## config.mk

```make
export PLATFORM = sky130hd
export DESIGN_NAME = ramped_drive_soft_clipper
export DESIGN_NICKNAME = d
export VERILOG_FILES = /design/src/sv/rdsc_pkg.sv /design/src/sv/rdsc_mul.sv /design/src/sv/rdsc_div.sv /design/src/sv/ramped_drive_soft_clipper.sv
export SDC_FILE = /design/constraint.sdc
export NUM_CORES = 2
export LEC_CHECK = 0
export ABC_AREA = 1
export BUFFER_PORTS_ARGS = -buffer_cell sky130_fd_sc_hd__buf_4
export CAP_MARGIN = 0
export CORE_AREA = 2 2 319 321
export CTS_BUF_LIST = sky130_fd_sc_hd__clkbuf_8 sky130_fd_sc_hd__clkbuf_16
export DETAILED_ROUTE_END_ITERATION = 8
export DIE_AREA = 0 0 321 323
export PLACE_DENSITY = 0.78
export SLEW_MARGIN = 30
export SYNTH_ARGS = -nofsm -noshare
export SYNTH_HDL_FRONTEND = slang
export SYNTH_SLANG_ARGS = --single-unit
```

## constraint.sdc

```tcl
create_clock -name clk -period 8.02 [get_ports clk]
set_input_delay 1.604 -clock clk [delete_from_list [all_inputs] [get_ports clk]]
set_output_delay 1.604 -clock clk [all_outputs]
set_load 0.01 [all_outputs]
```

## src/sv/rdsc_pkg.sv

```systemverilog
// shared constants, types and register codes for the ramped drive soft clipper
`default_nettype none
package rdsc_pkg;

  localparam int SAMPLE_BITS    = 24;
  localparam int GAIN_FRAC_BITS = 16;
  localparam int DRV_W          = 22;
  localparam int MKP_W          = 17;
  localparam int STEPS_W        = 10;
  localparam int MAG_W          = 26;
  localparam int MUL_A_W        = 27;
  localparam int MUL_B_W        = 26;
  localparam int PROD_W         = 53;
  localparam int DIV_W          = 26;
  localparam int ITER_W         = 5;
  localparam int NUM_W          = 50;
  localparam int ADDR_W         = 4;
  localparam int DATA_W         = 32;

  localparam int Q_FRAC   = 24;
  localparam int X_SHIFT  = SAMPLE_BITS - 1 + GAIN_FRAC_BITS - Q_FRAC;
  localparam int SQ_SHIFT = 26;
  localparam int O_SHIFT  = 25 + GAIN_FRAC_BITS - SAMPLE_BITS;

  localparam logic signed [PROD_W-1:0] X_RND     = PROD_W'(1) << (X_SHIFT - 1);
  localparam logic signed [PROD_W-1:0] SQ_RND    = PROD_W'(1) << (SQ_SHIFT - 1);
  localparam logic signed [PROD_W-1:0] O_RND     = PROD_W'(1) << (O_SHIFT - 1);
  localparam logic signed [PROD_W-1:0] CLAMP_POS = PROD_W'(2) << Q_FRAC;
  localparam logic signed [PROD_W-1:0] CLAMP_NEG = -CLAMP_POS;
  localparam logic signed [PROD_W-1:0] SMAX      = (PROD_W'(1) << (SAMPLE_BITS - 1)) - 1;
  localparam logic signed [PROD_W-1:0] SMIN      = -SMAX - 1;
  localparam logic [MAG_W-1:0]         MAG_LIM   = MAG_W'(2) << Q_FRAC;
  localparam logic [DIV_W-1:0]         Q24_ONE   = DIV_W'(1) << Q_FRAC;

  localparam logic [ITER_W-1:0] DRV_ITERS = ITER_W'(DRV_W);
  localparam logic [ITER_W-1:0] MKP_ITERS = ITER_W'(MKP_W);
  localparam logic [ITER_W-1:0] SHP_ITERS = ITER_W'(DIV_W);

  localparam logic [DRV_W-1:0]   RST_IN_GAIN  = DRV_W'(65536);
  localparam logic [MKP_W-1:0]   RST_OUT_GAIN = MKP_W'(65536);
  localparam logic [STEPS_W-1:0] RST_STEPS    = STEPS_W'(240);

  typedef enum logic [1:0] {
    REG_ENABLE   = 2'd0,
    REG_IN_GAIN  = 2'd1,
    REG_OUT_GAIN = 2'd2,
    REG_STEPS    = 2'd3
  } reg_idx_t;

  typedef struct packed {
    logic              start;
    logic [ITER_W-1:0] iters;
  } div_ctl_t;

endpackage
`default_nettype wire

```

## src/sv/rdsc_mul.sv

```systemverilog
// shared signed by unsigned multiplier with registered product
`default_nettype none
module rdsc_mul
  import rdsc_pkg::*;
(
  input  logic                      clk,
  input  logic signed [MUL_A_W-1:0] a,
  input  logic        [MUL_B_W-1:0] b,
  output logic signed [PROD_W-1:0]  prod_r
);

  logic signed [PROD_W-1:0] prod_nxt;

  assign prod_nxt = a * $signed({1'b0, b});

  always_ff @(posedge clk) begin
    prod_r <= prod_nxt;
  end

endmodule
`default_nettype wire

```

## src/sv/rdsc_div.sv

```systemverilog
// shared restoring divider, one quotient bit per cycle
`default_nettype none
module rdsc_div
  import rdsc_pkg::*;
(
  input  logic             clk,
  input  logic             rst_n,
  input  div_ctl_t         ctl,
  input  logic [DIV_W-1:0] rem_init,
  input  logic [DIV_W-1:0] num_lo,
  input  logic [DIV_W-1:0] divisor,
  output logic             busy,
  output logic [DIV_W-1:0] quot
);

  logic              busy_r;
  logic [ITER_W-1:0] cnt_r;
  logic [DIV_W-1:0]  rem_r;
  logic [DIV_W-1:0]  num_r;
  logic [DIV_W-1:0]  dvs_r;
  logic [DIV_W-1:0]  quot_r;
  logic [DIV_W:0]    trial;
  logic [DIV_W:0]    diff;

  assign trial = {rem_r, num_r[DIV_W-1]};
  assign diff  = trial - {1'b0, dvs_r};
  assign busy  = busy_r;
  assign quot  = quot_r;

  always_ff @(posedge clk) begin
    if (!rst_n) begin
      busy_r <= 1'b0;
      cnt_r  <= '0;
    end else if (ctl.start) begin
      busy_r <= (ctl.iters != '0);
      cnt_r  <= ctl.iters;
    end else if (busy_r) begin
      cnt_r <= cnt_r - 1'b1;
      if (cnt_r == ITER_W'(1)) begin
        busy_r <= 1'b0;
      end
    end
  end

  always_ff @(posedge clk) begin
    if (ctl.start) begin
      rem_r  <= rem_init;
      num_r  <= num_lo;
      dvs_r  <= divisor;
      quot_r <= '0;
    end else if (busy_r) begin
      num_r <= {num_r[DIV_W-2:0], 1'b0};
      if (!diff[DIV_W]) begin
        rem_r  <= diff[DIV_W-1:0];
        quot_r <= {quot_r[DIV_W-2:0], 1'b1};
      end else begin
        rem_r  <= trial[DIV_W-1:0];
        quot_r <= {quot_r[DIV_W-2:0], 1'b0};
      end
    end
  end

endmodule
`default_nettype wire

```

## src/sv/ramped_drive_soft_clipper.sv

```systemverilog
// top level: registers, gain ramps and sequencer around the shared multiplier and divider
//
//   channel   direction  handshake                 payload
//   in_       request    in_valid / in_ready       in_sample_in   [23:0] signed
//   out_      result     out_valid / out_ready     out_sample_out [23:0] signed
//   config    apb write  psel, penable, pwrite     paddr [3:0], pwdata [31:0]
//
// disabled item: S_OUT follows accept, loads the result register when free, then goes idle
// enabled item: S_RTD through S_RND run before S_OUT loads the result; shaper divide is S_DVS
// a ramp start adds a divide per gain: S_DVD for drive, S_DVM for makeup
// in_ready is high only in idle; the result register lets the next request in while it waits
// rst_n is synchronous; it restores register defaults and ramp state
`default_nettype none
module ramped_drive_soft_clipper
  import rdsc_pkg::*;
(
  input  logic                          clk,
  input  logic                          rst_n,
  input  logic                          in_valid,
  output logic                          in_ready,
  input  logic signed [SAMPLE_BITS-1:0] in_sample_in,
  output logic                          out_valid,
  input  logic                          out_ready,
  output logic signed [SAMPLE_BITS-1:0] out_sample_out,
  input  logic                          psel,
  input  logic                          penable,
  input  logic                          pwrite,
  input  logic [ADDR_W-1:0]             paddr,
  input  logic [DATA_W-1:0]             pwdata,
  output logic [DATA_W-1:0]             prdata,
  output logic                          pready
);

  typedef enum logic [14:0] {
    S_IDLE = 15'h0001,
    S_RTD  = 15'h0002,
    S_DVD  = 15'h0004,
    S_RTM  = 15'h0008,
    S_DVM  = 15'h0010,
    S_ADV  = 15'h0020,
    S_M1   = 15'h0040,
    S_CLP  = 15'h0080,
    S_SQ   = 15'h0100,
    S_DEN  = 15'h0200,
    S_DST  = 15'h0400,
    S_DVS  = 15'h0800,
    S_M3   = 15'h1000,
    S_RND  = 15'h2000,
    S_OUT  = 15'h4000
  } state_t;

  state_t state_r, state_nxt;

  logic               enable_r;
  logic [DRV_W-1:0]   in_gain_r;
  logic [MKP_W-1:0]   out_gain_r;
  logic [STEPS_W-1:0] steps_r;

  logic [DRV_W-1:0]        drv_now_r, drv_tgt_r;
  logic signed [DRV_W:0]   drv_step_r;
  logic [STEPS_W-1:0]      drv_left_r;
  logic [MKP_W-1:0]        mkp_now_r, mkp_tgt_r;
  logic signed [MKP_W:0]   mkp_step_r;
  logic [STEPS_W-1:0]      mkp_left_r;

  logic signed [SAMPLE_BITS-1:0] smp_r, res_r, out_sample_r;
  logic                          out_valid_r;
  logic                          neg_r;
  logic [MAG_W-1:0]              mag_r;
  logic [DIV_W-1:0]              den_r;
  logic signed [DIV_W-1:0]       y_r;

  logic                      wr_en;
  reg_idx_t                  wr_idx;
  logic                      in_acc;
  logic                      out_free;

  logic signed [DRV_W:0]     drv_diff, drv_q, drv_sum;
  logic [DRV_W-1:0]          drv_mag;
  logic signed [MKP_W:0]     mkp_diff, mkp_q, mkp_sum;
  logic [MKP_W-1:0]          mkp_mag;

  logic signed [MUL_A_W-1:0] mul_a;
  logic [MUL_B_W-1:0]        mul_b;
  logic signed [PROD_W-1:0]  prod_r;

  div_ctl_t                  div_ctl;
  logic [DIV_W-1:0]          div_rem, div_num, div_dvs, div_quot;
  logic                      div_busy;

  logic signed [PROD_W-1:0]  x_full, sq_rnd, o_full;
  logic [NUM_W-1:0]          shp_num;
  logic signed [DIV_W-1:0]   y_q;

  assign pready   = 1'b1;
  assign wr_en    = psel & penable & pwrite;
  assign wr_idx   = reg_idx_t'(paddr[ADDR_W-1:2]);
  assign in_ready = (state_r == S_IDLE);
  assign in_acc   = in_valid & in_ready;
  assign out_free = !out_valid_r || out_ready;
  assign out_valid      = out_valid_r;
  assign out_sample_out = out_sample_r;

  always_comb begin
    case (wr_idx)
      REG_ENABLE:   prdata = DATA_W'(enable_r);
      REG_IN_GAIN:  prdata = DATA_W'(in_gain_r);
      REG_OUT_GAIN: prdata = DATA_W'(out_gain_r);
      REG_STEPS:    prdata = DATA_W'(steps_r);
      default:      prdata = '0;
    endcase
  end

  always_ff @(posedge clk) begin
    if (!rst_n) begin
      enable_r   <= 1'b0;
      in_gain_r  <= RST_IN_GAIN;
      out_gain_r <= RST_OUT_GAIN;
      steps_r    <= RST_STEPS;
    end else if (wr_en) begin
      case (wr_idx)
        REG_ENABLE:   enable_r   <= pwdata[0];
        REG_IN_GAIN:  in_gain_r  <= pwdata[DRV_W-1:0];
        REG_OUT_GAIN: out_gain_r <= pwdata[MKP_W-1:0];
        REG_STEPS:    steps_r    <= pwdata[STEPS_W-1:0];
        default:      enable_r   <= enable_r;
      endcase
    end
  end

  // ramp arithmetic
  assign drv_diff = $signed({1'b0, in_gain_r}) - $signed({1'b0, drv_now_r});
  assign drv_mag  = drv_diff[DRV_W] ? DRV_W'(-drv_diff) : drv_diff[DRV_W-1:0];
  assign drv_q    = $signed({1'b0, div_quot[DRV_W-1:0]});
  assign drv_sum  = $signed({1'b0, drv_now_r}) + drv_step_r;
  assign mkp_diff = $signed({1'b0, out_gain_r}) - $signed({1'b0, mkp_now_r});
  assign mkp_mag  = mkp_diff[MKP_W] ? MKP_W'(-mkp_diff) : mkp_diff[MKP_W-1:0];
  assign mkp_q    = $signed({1'b0, div_quot[MKP_W-1:0]});
  assign mkp_sum  = $signed({1'b0, mkp_now_r}) + mkp_step_r;

  // shaper arithmetic
  assign x_full  = (prod_r + X_RND) >>> X_SHIFT;
  assign sq_rnd  = prod_r + SQ_RND;
  assign shp_num = {mag_r, {Q_FRAC{1'b0}}} + NUM_W'(den_r[DIV_W-1:1]);
  assign y_q     = $signed(div_quot);
  assign o_full  = (prod_r + O_RND) >>> O_SHIFT;

  always_comb begin
    case (state_r)
      S_M1: begin
        mul_a = MUL_A_W'(smp_r);
        mul_b = MUL_B_W'(drv_now_r);
      end
      S_SQ: begin
        mul_a = $signed({1'b0, mag_r});
        mul_b = mag_r;
      end
      S_M3: begin
        mul_a = MUL_A_W'(y_r);
        mul_b = MUL_B_W'(mkp_now_r);
      end
      default: begin
        mul_a = '0;
        mul_b = '0;
      end
    endcase
  end

  always_comb begin
    div_ctl.start = 1'b0;
    div_ctl.iters = DRV_ITERS;
    div_rem       = '0;
    div_num       = {drv_mag, {(DIV_W-DRV_W){1'b0}}};
    div_dvs       = DIV_W'(steps_r);
    case (state_r)
      S_RTD: begin
        div_ctl.start = (in_gain_r != drv_tgt_r) && (steps_r != '0);
      end
      S_RTM: begin
        div_ctl.start = (out_gain_r != mkp_tgt_r) && (steps_r != '0);
        div_ctl.iters = MKP_ITERS;
        div_num       = {mkp_mag, {(DIV_W-MKP_W){1'b0}}};
      end
      S_DST: begin
        div_ctl.start = 1'b1;
        div_ctl.iters = SHP_ITERS;
        div_rem       = DIV_W'(shp_num[NUM_W-1:DIV_W]);
        div_num       = shp_num[DIV_W-1:0];
        div_dvs       = den_r;
      end
      default: div_ctl.start = 1'b0;
    endcase
  end

  always_comb begin
    state_nxt = state_r;
    case (state_r)
      S_IDLE: if (in_acc) state_nxt = enable_r ? S_RTD : S_OUT;
      S_RTD:  state_nxt = div_ctl.start ? S_DVD : S_RTM;
      S_DVD:  if (!div_busy) state_nxt = S_RTM;
      S_RTM:  state_nxt = div_ctl.start ? S_DVM : S_ADV;
      S_DVM:  if (!div_busy) state_nxt = S_ADV;
      S_ADV:  state_nxt = S_M1;
      S_M1:   state_nxt = S_CLP;
      S_CLP:  state_nxt = S_SQ;
      S_SQ:   state_nxt = S_DEN;
      S_DEN:  state_nxt = S_DST;
      S_DST:  state_nxt = S_DVS;
      S_DVS:  if (!div_busy) state_nxt = S_M3;
      S_M3:   state_nxt = S_RND;
      S_RND:  state_nxt = S_OUT;
      S_OUT:  if (out_free) state_nxt = S_IDLE;
      default: state_nxt = S_IDLE;
    endcase
  end

  always_ff @(posedge clk) begin
    if (!rst_n) begin
      state_r     <= S_IDLE;
      out_valid_r <= 1'b0;
    end else begin
      state_r <= state_nxt;
      if (state_r == S_OUT && out_free) begin
        out_valid_r <= 1'b1;
      end else if (out_ready) begin
        out_valid_r <= 1'b0;
      end
    end
  end

  // gain ramps
  always_ff @(posedge clk) begin
    if (!rst_n) begin
      drv_now_r  <= RST_IN_GAIN;
      drv_tgt_r  <= RST_IN_GAIN;
      drv_step_r <= '0;
      drv_left_r <= '0;
      mkp_now_r  <= RST_OUT_GAIN;
      mkp_tgt_r  <= RST_OUT_GAIN;
      mkp_step_r <= '0;
      mkp_left_r <= '0;
    end else begin
      case (state_r)
        S_RTD: begin
          if (in_gain_r != drv_tgt_r) begin
            drv_tgt_r <= in_gain_r;
            if (steps_r == '0) begin
              drv_now_r  <= in_gain_r;
              drv_left_r <= '0;
              drv_step_r <= '0;
            end else begin
              drv_left_r <= steps_r;
            end
          end
        end
        S_DVD: begin
          if (!div_busy) drv_step_r <= drv_diff[DRV_W] ? -drv_q : drv_q;
        end
        S_RTM: begin
          if (out_gain_r != mkp_tgt_r) begin
            mkp_tgt_r <= out_gain_r;
            if (steps_r == '0) begin
              mkp_now_r  <= out_gain_r;
              mkp_left_r <= '0;
              mkp_step_r <= '0;
            end else begin
              mkp_left_r <= steps_r;
            end
          end
        end
        S_DVM: begin
          if (!div_busy) mkp_step_r <= mkp_diff[MKP_W] ? -mkp_q : mkp_q;
        end
        S_ADV: begin
          if (drv_left_r != '0) begin
            drv_left_r <= drv_left_r - 1'b1;
            drv_now_r  <= (drv_left_r == STEPS_W'(1)) ? drv_tgt_r : drv_sum[DRV_W-1:0];
          end
          if (mkp_left_r != '0) begin
            mkp_left_r <= mkp_left_r - 1'b1;
            mkp_now_r  <= (mkp_left_r == STEPS_W'(1)) ? mkp_tgt_r : mkp_sum[MKP_W-1:0];
          end
        end
        default: drv_now_r <= drv_now_r;
      endcase
    end
  end

  // sample datapath
  always_ff @(posedge clk) begin
    case (state_r)
      S_IDLE: begin
        if (in_acc) begin
          smp_r <= in_sample_in;
          res_r <= in_sample_in;
        end
      end
      S_CLP: begin
        if (x_full > CLAMP_POS) begin
          neg_r <= 1'b0;
          mag_r <= MAG_LIM;
        end else if (x_full < CLAMP_NEG) begin
          neg_r <= 1'b1;
          mag_r <= MAG_LIM;
        end else if (x_full[PROD_W-1]) begin
          neg_r <= 1'b1;
          mag_r <= MAG_W'(-x_full);
        end else begin
          neg_r <= 1'b0;
          mag_r <= x_full[MAG_W-1:0];
        end
      end
      S_DEN: den_r <= Q24_ONE + DIV_W'(sq_rnd >>> SQ_SHIFT);
      S_DVS: if (!div_busy) y_r <= neg_r ? -y_q : y_q;
      S_RND: begin
        if (o_full > SMAX) begin
          res_r <= SMAX[SAMPLE_BITS-1:0];
        end else if (o_full < SMIN) begin
          res_r <= SMIN[SAMPLE_BITS-1:0];
        end else begin
          res_r <= o_full[SAMPLE_BITS-1:0];
        end
      end
      S_OUT: if (out_free) out_sample_r <= res_r;
      default: smp_r <= smp_r;
    endcase
  end

  rdsc_mul u_mul (
    .clk    (clk),
    .a      (mul_a),
    .b      (mul_b),
    .prod_r (prod_r)
  );

  rdsc_div u_div (
    .clk      (clk),
    .rst_n    (rst_n),
    .ctl      (div_ctl),
    .rem_init (div_rem),
    .num_lo   (div_num),
    .divisor  (div_dvs),
    .busy     (div_busy),
    .quot     (div_quot)
  );

  a_bypass_direct: assert property (@(posedge clk) disable iff (!rst_n)
    (in_valid && in_ready && !enable_r) |=> state_r == S_OUT)
    else $error("bypass request did not go straight to output");

  a_ramp_lands: assert property (@(posedge clk) disable iff (!rst_n)
    (state_r == S_ADV && drv_left_r == STEPS_W'(1)) |=> drv_now_r == drv_tgt_r)
    else $error("drive ramp missed its target on the last step");

  a_div_idle_start: assert property (@(posedge clk) disable iff (!rst_n)
    div_ctl.start |-> !div_busy)
    else $error("divider started while busy");

  a_out_from_seq: assert property (@(posedge clk) disable iff (!rst_n)
    $rose(out_valid_r) |-> $past(state_r == S_OUT))
    else $error("result raised outside output state");

endmodule
`default_nettype wire
```

== After elaboration in Yosys (flattened, before gate mapping) ==
Cells that the tools add are included.
Cells by class
  add/sub/neg operators: 19
  multipliers: 1
  order comparisons: 4
  eq/ne operators: 34
  mux-type cells: 67
  bitwise gates (word level): 4
  reductions and logical operators: 36
Operators by type and width (count)
  $pmux 15 s15: 1
  $mux 22: 9
  $mux 26: 7
  $mux 17: 9
  $pmux 32 s4: 1
  $mux 24: 4
  $mux 15: 6
  $pmux 22 s2: 2
  $pmux 27 s3: 1
  $pmux 26 s3: 1
  $pmux 17 s2: 2
  $mux 10: 6
  $add 53x16->53 const B: 1
  $add 53x18->53 const B: 1
  $mul 27x27->53: 1
  $add 52x27->52 const B: 1
  $neg 26->26: 2
  $pmux 26 s2: 1
  $add 50x25->50: 1
  $pmux 24 s2: 1
  $neg 22->22: 2
  $pmux 10 s2: 2
  $gt 38x27->1 const B: 1
  $lt 38x26->1 const B: 1
  other kinds (55): 101
Storage, ports and cells
  register bits after elaboration: 517
  input port bits: 67
  output and inout bits: 59
  logic and storage cells: 194

== Longest topological paths before layout ==
  depth in word-level cells: 5
  gate-level depth with buffers: 41
  mapped depth without buffers: 39

== Hierarchy ==
From an unflattened synthesis, not the netlist that was laid out.
Unflattened totals
  cell total of the unflattened synthesis: 8741
  area, all modules: 61945.7 µm²
By module, submodules not included
  rdsc_mul: instances 1, cells each 3831, area an instance 28891.5 µm², sequential area each 1061.0 µm²
  ramped_drive_soft_clipper: instances 1, cells each 4016, area an instance 26392.8 µm², sequential area each 8598.2 µm²
  rdsc_div: instances 1, cells each 894, area an instance 6661.4 µm², sequential area each 2982.9 µm²

== Least setup slack after synthesis ==
Ideal clock, no wire load.
  path kind: register -> register
  from: register state_r[4]
  to: register u_mul.prod_r[44]
  setup time: 0.072 ns
  arrival: 7.866 ns
  required time: 7.948 ns
  path slack: 0.083 ns
  cell stages (with the launch flop): 36
  path buffers: 3
  period minus slack after synthesis: 7.937 ns
  cells stage by stage: dfxtp_1 > nor2_1 > nand2_2 > nor2_4 > and2_1 > buf_2 > clkinv_2 > buf_6 > nor2_1 > a221oi_1 > clkinv_1 > clkbuf_1 > nand2_1 > fa_1 > inv_1 > fa_1 > inv_1 > fa_1 > inv_1 > fa_1 > fa_1 > fa_1 > inv_1 > fa_1 > inv_1 > ha_1 > nand2_1 > nor2_1 > inv_1 > nor2_1 > inv_1 > nor2_1 > inv_1 > o221a_2 > nand2_1 > xor2_1
Between the ends
  cells in the longest elaborated chain, start to end: 3
Ends and longest elaborated chain
  start, declared: RTL line ramped_drive_soft_clipper.sv:52  | state_t state_r, state_nxt;
  start signal, assigned: RTL line ramped_drive_soft_clipper.sv:222  | state_r <= state_nxt;
  $eq 15x13->1 (tied with other cells): RTL line ramped_drive_soft_clipper.sv:149  | case (state_r)
  $pmux 27 s3 / $pmux 26 s3 (equally long branches): RTL line ramped_drive_soft_clipper.sv:149
  $mul 27x27->53 (*): RTL line rdsc_mul.sv:14  | assign prod_nxt = a * $signed({1'b0, b});
  named net u_mul.prod_nxt[44]: RTL line rdsc_mul.sv:12  | logic signed [PROD_W-1:0] prod_nxt;
  end signal, assigned: RTL line rdsc_mul.sv:17  | prod_r <= prod_nxt;
  end, declared: RTL line rdsc_mul.sv:9  | output logic signed [PROD_W-1:0] prod_r
Mark *: on every way through the listed nets, which the timed path passes. The rest lies on a longest branch.
A chain may end at the register's enable or synchronous reset.

== Worst setup path in the final report ==
  from: register state_r[12]
  to: register u_mul.prod_r[47]
Same word-level chain as after synthesis.

==> summary.md <==
| Metric | Value |
|---|---|
| Post-synth EDFFs | `229` |
| Clk slew on worst S/H paths | `0.07 ns` |
| CP top delay family | `adder cells` |
| Hold Path Stages | `0` |
| Final antenna-violating net count | `0` |
| Antenna fix cells | `0` |
| Placer congestion estimate | `1.06` |
| Leak | `34.4 nW` |
| Clk_lat worst skew | `0.64 ns` |
| Crit start category | `register` |
| FMAX | `128 MHz` |
| CP required | `8.53 ns` |
| Mapped Avg Cell Area | `7.51 sq um` |
| Hold EP | `out_sample_out[3]` |
| Overall power | `6.44 mW` |
| Multi-input gate area | `0.0392 sq mm` |
| Mapped Area | `0.0588 sq mm` |
| Setup Skew | `0.0293 ns` |
| Hold slack final | `0.419 ns` |
| Die W | `321 um` |
| Sequential cell area | `0.0124 sq mm` |
| CTS tree | `built` |
| Warnings, synthesis | `0` |
| Reg2reg path depth | `33` |
| Slew Limit Fails | `0` |
| Seq cells post-synth | `503` |
| Max Buffers Root-to-Sink | `3` |
| Die area | `0.104 sq mm` |
| Mapped Cells | `7833` |
| GR Util met1 | `49.3%` |
| Via-to-Cell Ratio | `5.66` |
| Synth top area share | `24.9%` |
| Power per cell area | `97.4 mW/mm^2` |
| Final HPWL DP | `166000 um` |
| Status | `finished clean` |
| Fillcell total | `8642` |
| VDD IR-drop max | `141 uV` |
| H-tree depth | `2` |
| Final Core Density | `65.6%` |
| Worst R2R Setup Slack | `0.22 ns` |
| Crit path time final | `7.80 ns` |
| Drt initial violations | `5527` |
| Worst path slowest cell | `fa_1` |
| Nets | `9208` |
| Prevailing post-synth register cell | `dfxtp_1` |
| Top post-synthesis cells by area | `fa_1 25%, edfxtp_1 12%, inv_1 11%` |
| R2r endpoint | `u_mul.prod_r[47]` |
| I/O Buffers | `102` |
| Slew HR | `38.0%` |
| Area Growth Syn to Fin | `12.4%` |
| Area of the core | `0.101 sq mm` |
| Number of global-route vias before repair | `53500` |
| Number of library cell types mapped by synthesis | `70` |
| Cell taking the most area after synthesis | `fa_1` |
| Die Height | `323 um` |
| Met2 usage | `63.1%` |
| CP Class | `register to register` |
| Final Setup Violations | `0` |
| Routed len/inst | `21.3 um` |
| Met3 Resource Use GR | `6.75%` |
| Worst flop-to-flop path startpoint | `state_r[12]` |
| Final period util | `97.3%` |
| CP arrival | `8.32 ns` |
| Class of the worst hold path | `register to register` |
| Row count | `117` |
| Worst path bufs/invs | `10` |
| Vias | `53800` |
| Num CTS Buffers | `49` |
| Hold_buf cts | `0` |
| Synth async-reset ratio | `0%` |
| Busiest grt layer | `met2` |
| Largest net degree at the start of global routing | `82` |
| RSZ-0062 raised after global routing | `yes` |
| Max-cap violation count | `0` |
| Seq/Total Area, Yosys | `21.0%` |
| Drc violations | `0` |
| Initial antenna violation count | `2` |
| Clk sinks | `503` |
| Hold Path Origin | `res_r[3]` |
| Total GRT Usage | `39.3%` |
| Initial Util | `58.4%` |
| Setup_tns | `0 ns` |
| Measured slew at the worst slew-check pin | `0.926 ns` |
| Post-Route WL | `202000 um` |
| Critical path peak fanout | `13` |
| Grt ovf | `0` |
| I/O pin count | `126` |
| Clk root buf | `clkbuf_16` |
| DRT Pass-1 Iters | `8` |
| First-pass GRT wire length | `309000 um` |
| Crit. End Element | `register` |
| CP peak stage delay | `0.58 ns` |
| Ratio of cells with drive above 1 in the final layout | `10.4%` |
| Final Hold Vio Count | `0` |
-- layer usage --
metal / vias up / share of wire, %
li1: 24700 / -
met1: 25800 / 38
met2: 2635 / 45
met3: 667 / 9.1
met4: 2 / 7.8
met5: - / 0.0054
-- cell families after synthesis --
family                     share of synthesized area [%]
buffers and inverters                               13.7
DFF                                                 21.0
other                                             0.0128
AOI/OAI and AO/OA                                   10.4
xor gates and xnor gates                            3.57
and+or+nand+nor                                     20.9
adders and majority gates                           30.5
-- layout make-up --
| class | instances | share of cell area [%] |
|---|---|---|
| clock buffer | 61 | 2.19 |
| clock inverter | 31 | 0.517 |
| inverter | 1823 | 10.4 |
| multi-input combinational | 5269 | 59.3 |
| sequential | 503 | 18.7 |
| tap | 1309 | 2.48 |
| timing repair buffer | 502 | 6.41 |
-- state kept, by name (all words and copies together) (netlist names), 15 cells and up --
| name | flops |
|---|---|
| drv_step_r | 22 |
| in_gain_r | 22 |
| out_sample_out | 24 |
| den_r | 26 |
| state_r | 15 |
| drv_now_r | 22 |
| mkp_tgt_r | 17 |
| smp_r | 24 |
| u_div.rem_r | 26 |
| u_mul.prod_r | 39 |
| u_div.quot | 26 |
| u_div.num_r | 26 |
| res_r | 24 |
| mkp_now_r | 17 |
| mkp_step_r | 17 |
| drv_tgt_r | 22 |
| out_gain_r | 17 |
| mag_r | 26 |
| y_r | 26 |
| u_div.dvs_r | 26 |
-- cell usage in the layout (no fill, tap or decap), types with 98 or more instances in the layout --
cell type	netlist	layout
buf_4	20	453
a21oi_1	413	397
inv_1	1787	1780
edfxtp_1	229	229
ha_1	262	238
dfxtp_1	274	272
nand3_1	261	258
xor2_1	185	184
fa_1	731	721
nand2_1	1718	1711
nor2_1	666	642
o21ai_0	336	329
nor3_1	101	98
-- power by group --
part           leakage, nW  total (mW)  switching, mW  internal [mW]
Clock                0.921        2.60           1.08           1.51
Sequential            4.19        2.84         0.0669           2.77
Combinational         29.3        1.00          0.716          0.287
-- what timing repair did --
| item | CTS | global route |
|---|---|---|
| buffers inserted | 0 | 13 |
| pin swaps | 0 | 21 |
| gates cloned | 0 | 1 |
| endpoints found under the setup margin | 12 | 31 |
| resized for setup | 14 | 154 |
-- cells in the mapped netlist (4+ instances only) --
| master | n |
|---|---|
| or2_2 | 14 |
| buf_2 | 84 |
| nand4_1 | 70 |
| xor2_1 | 185 |
| a221oi_1 | 18 |
| nor2_4 | 11 |
| o21ai_0 | 336 |
| buf_4 | 20 |
| a211oi_1 | 10 |
| clkinv_1 | 12 |
| o21bai_1 | 14 |
| nor3_1 | 101 |
| a31oi_1 | 38 |
| a21o_1 | 17 |
| o22ai_1 | 35 |
| edfxtp_1 | 229 |
| dfxtp_1 | 274 |
| o31ai_1 | 6 |
| nand2_2 | 18 |
| o21ai_1 | 13 |
| nor4_1 | 30 |
| o21a_1 | 12 |
| nor2_2 | 30 |
| fa_1 | 731 |
| inv_1 | 1787 |
| xnor2_1 | 55 |
| clkbuf_1 | 138 |
| ha_1 | 262 |
| nand3b_1 | 17 |
| buf_6 | 7 |
| a32oi_1 | 15 |
| nand2_1 | 1718 |
| a21oi_1 | 413 |
| and2_1 | 5 |
| a221oi_2 | 9 |
| a21boi_0 | 4 |
| nor2_1 | 666 |
| nor3_2 | 5 |
| nand3_1 | 261 |
| nor3b_1 | 7 |
| o211ai_1 | 64 |
| a21oi_2 | 12 |
| o221ai_1 | 13 |
| inv_2 | 22 |
-- worst max-delay path by stage --
stage	start	endpoint	slack, ns	cells past startpoint
floorplan	state_r[4]	u_mul.prod_r[44]	0.08	35
detailed placement	state_r[2]	u_mul.prod_r[47]	-0.05	32
CTS	state_r[2]	u_mul.prod_r[50]	0.02	33
finish	state_r[12]	u_mul.prod_r[47]	0.22	33
global placement	state_r[2]	u_mul.prod_r[47]	-0.02	35
global route	state_r[12]	u_mul.prod_r[50]	-0.08	32
-- metrics by stage --
step	setup slack (ns)	std cells	area [sq um]
6_report	0.215	9498	66100
2_1_floorplan	0.0829	7848	58900
3_5_place_dp	-0.0526	9392	63500
3_3_place_gp	-0.0186	9392	63400
4_1_cts	0.0234	9484	65300
5_1_grt	-0.0757	9498	66100
Power figures use the tool's default switching activity.
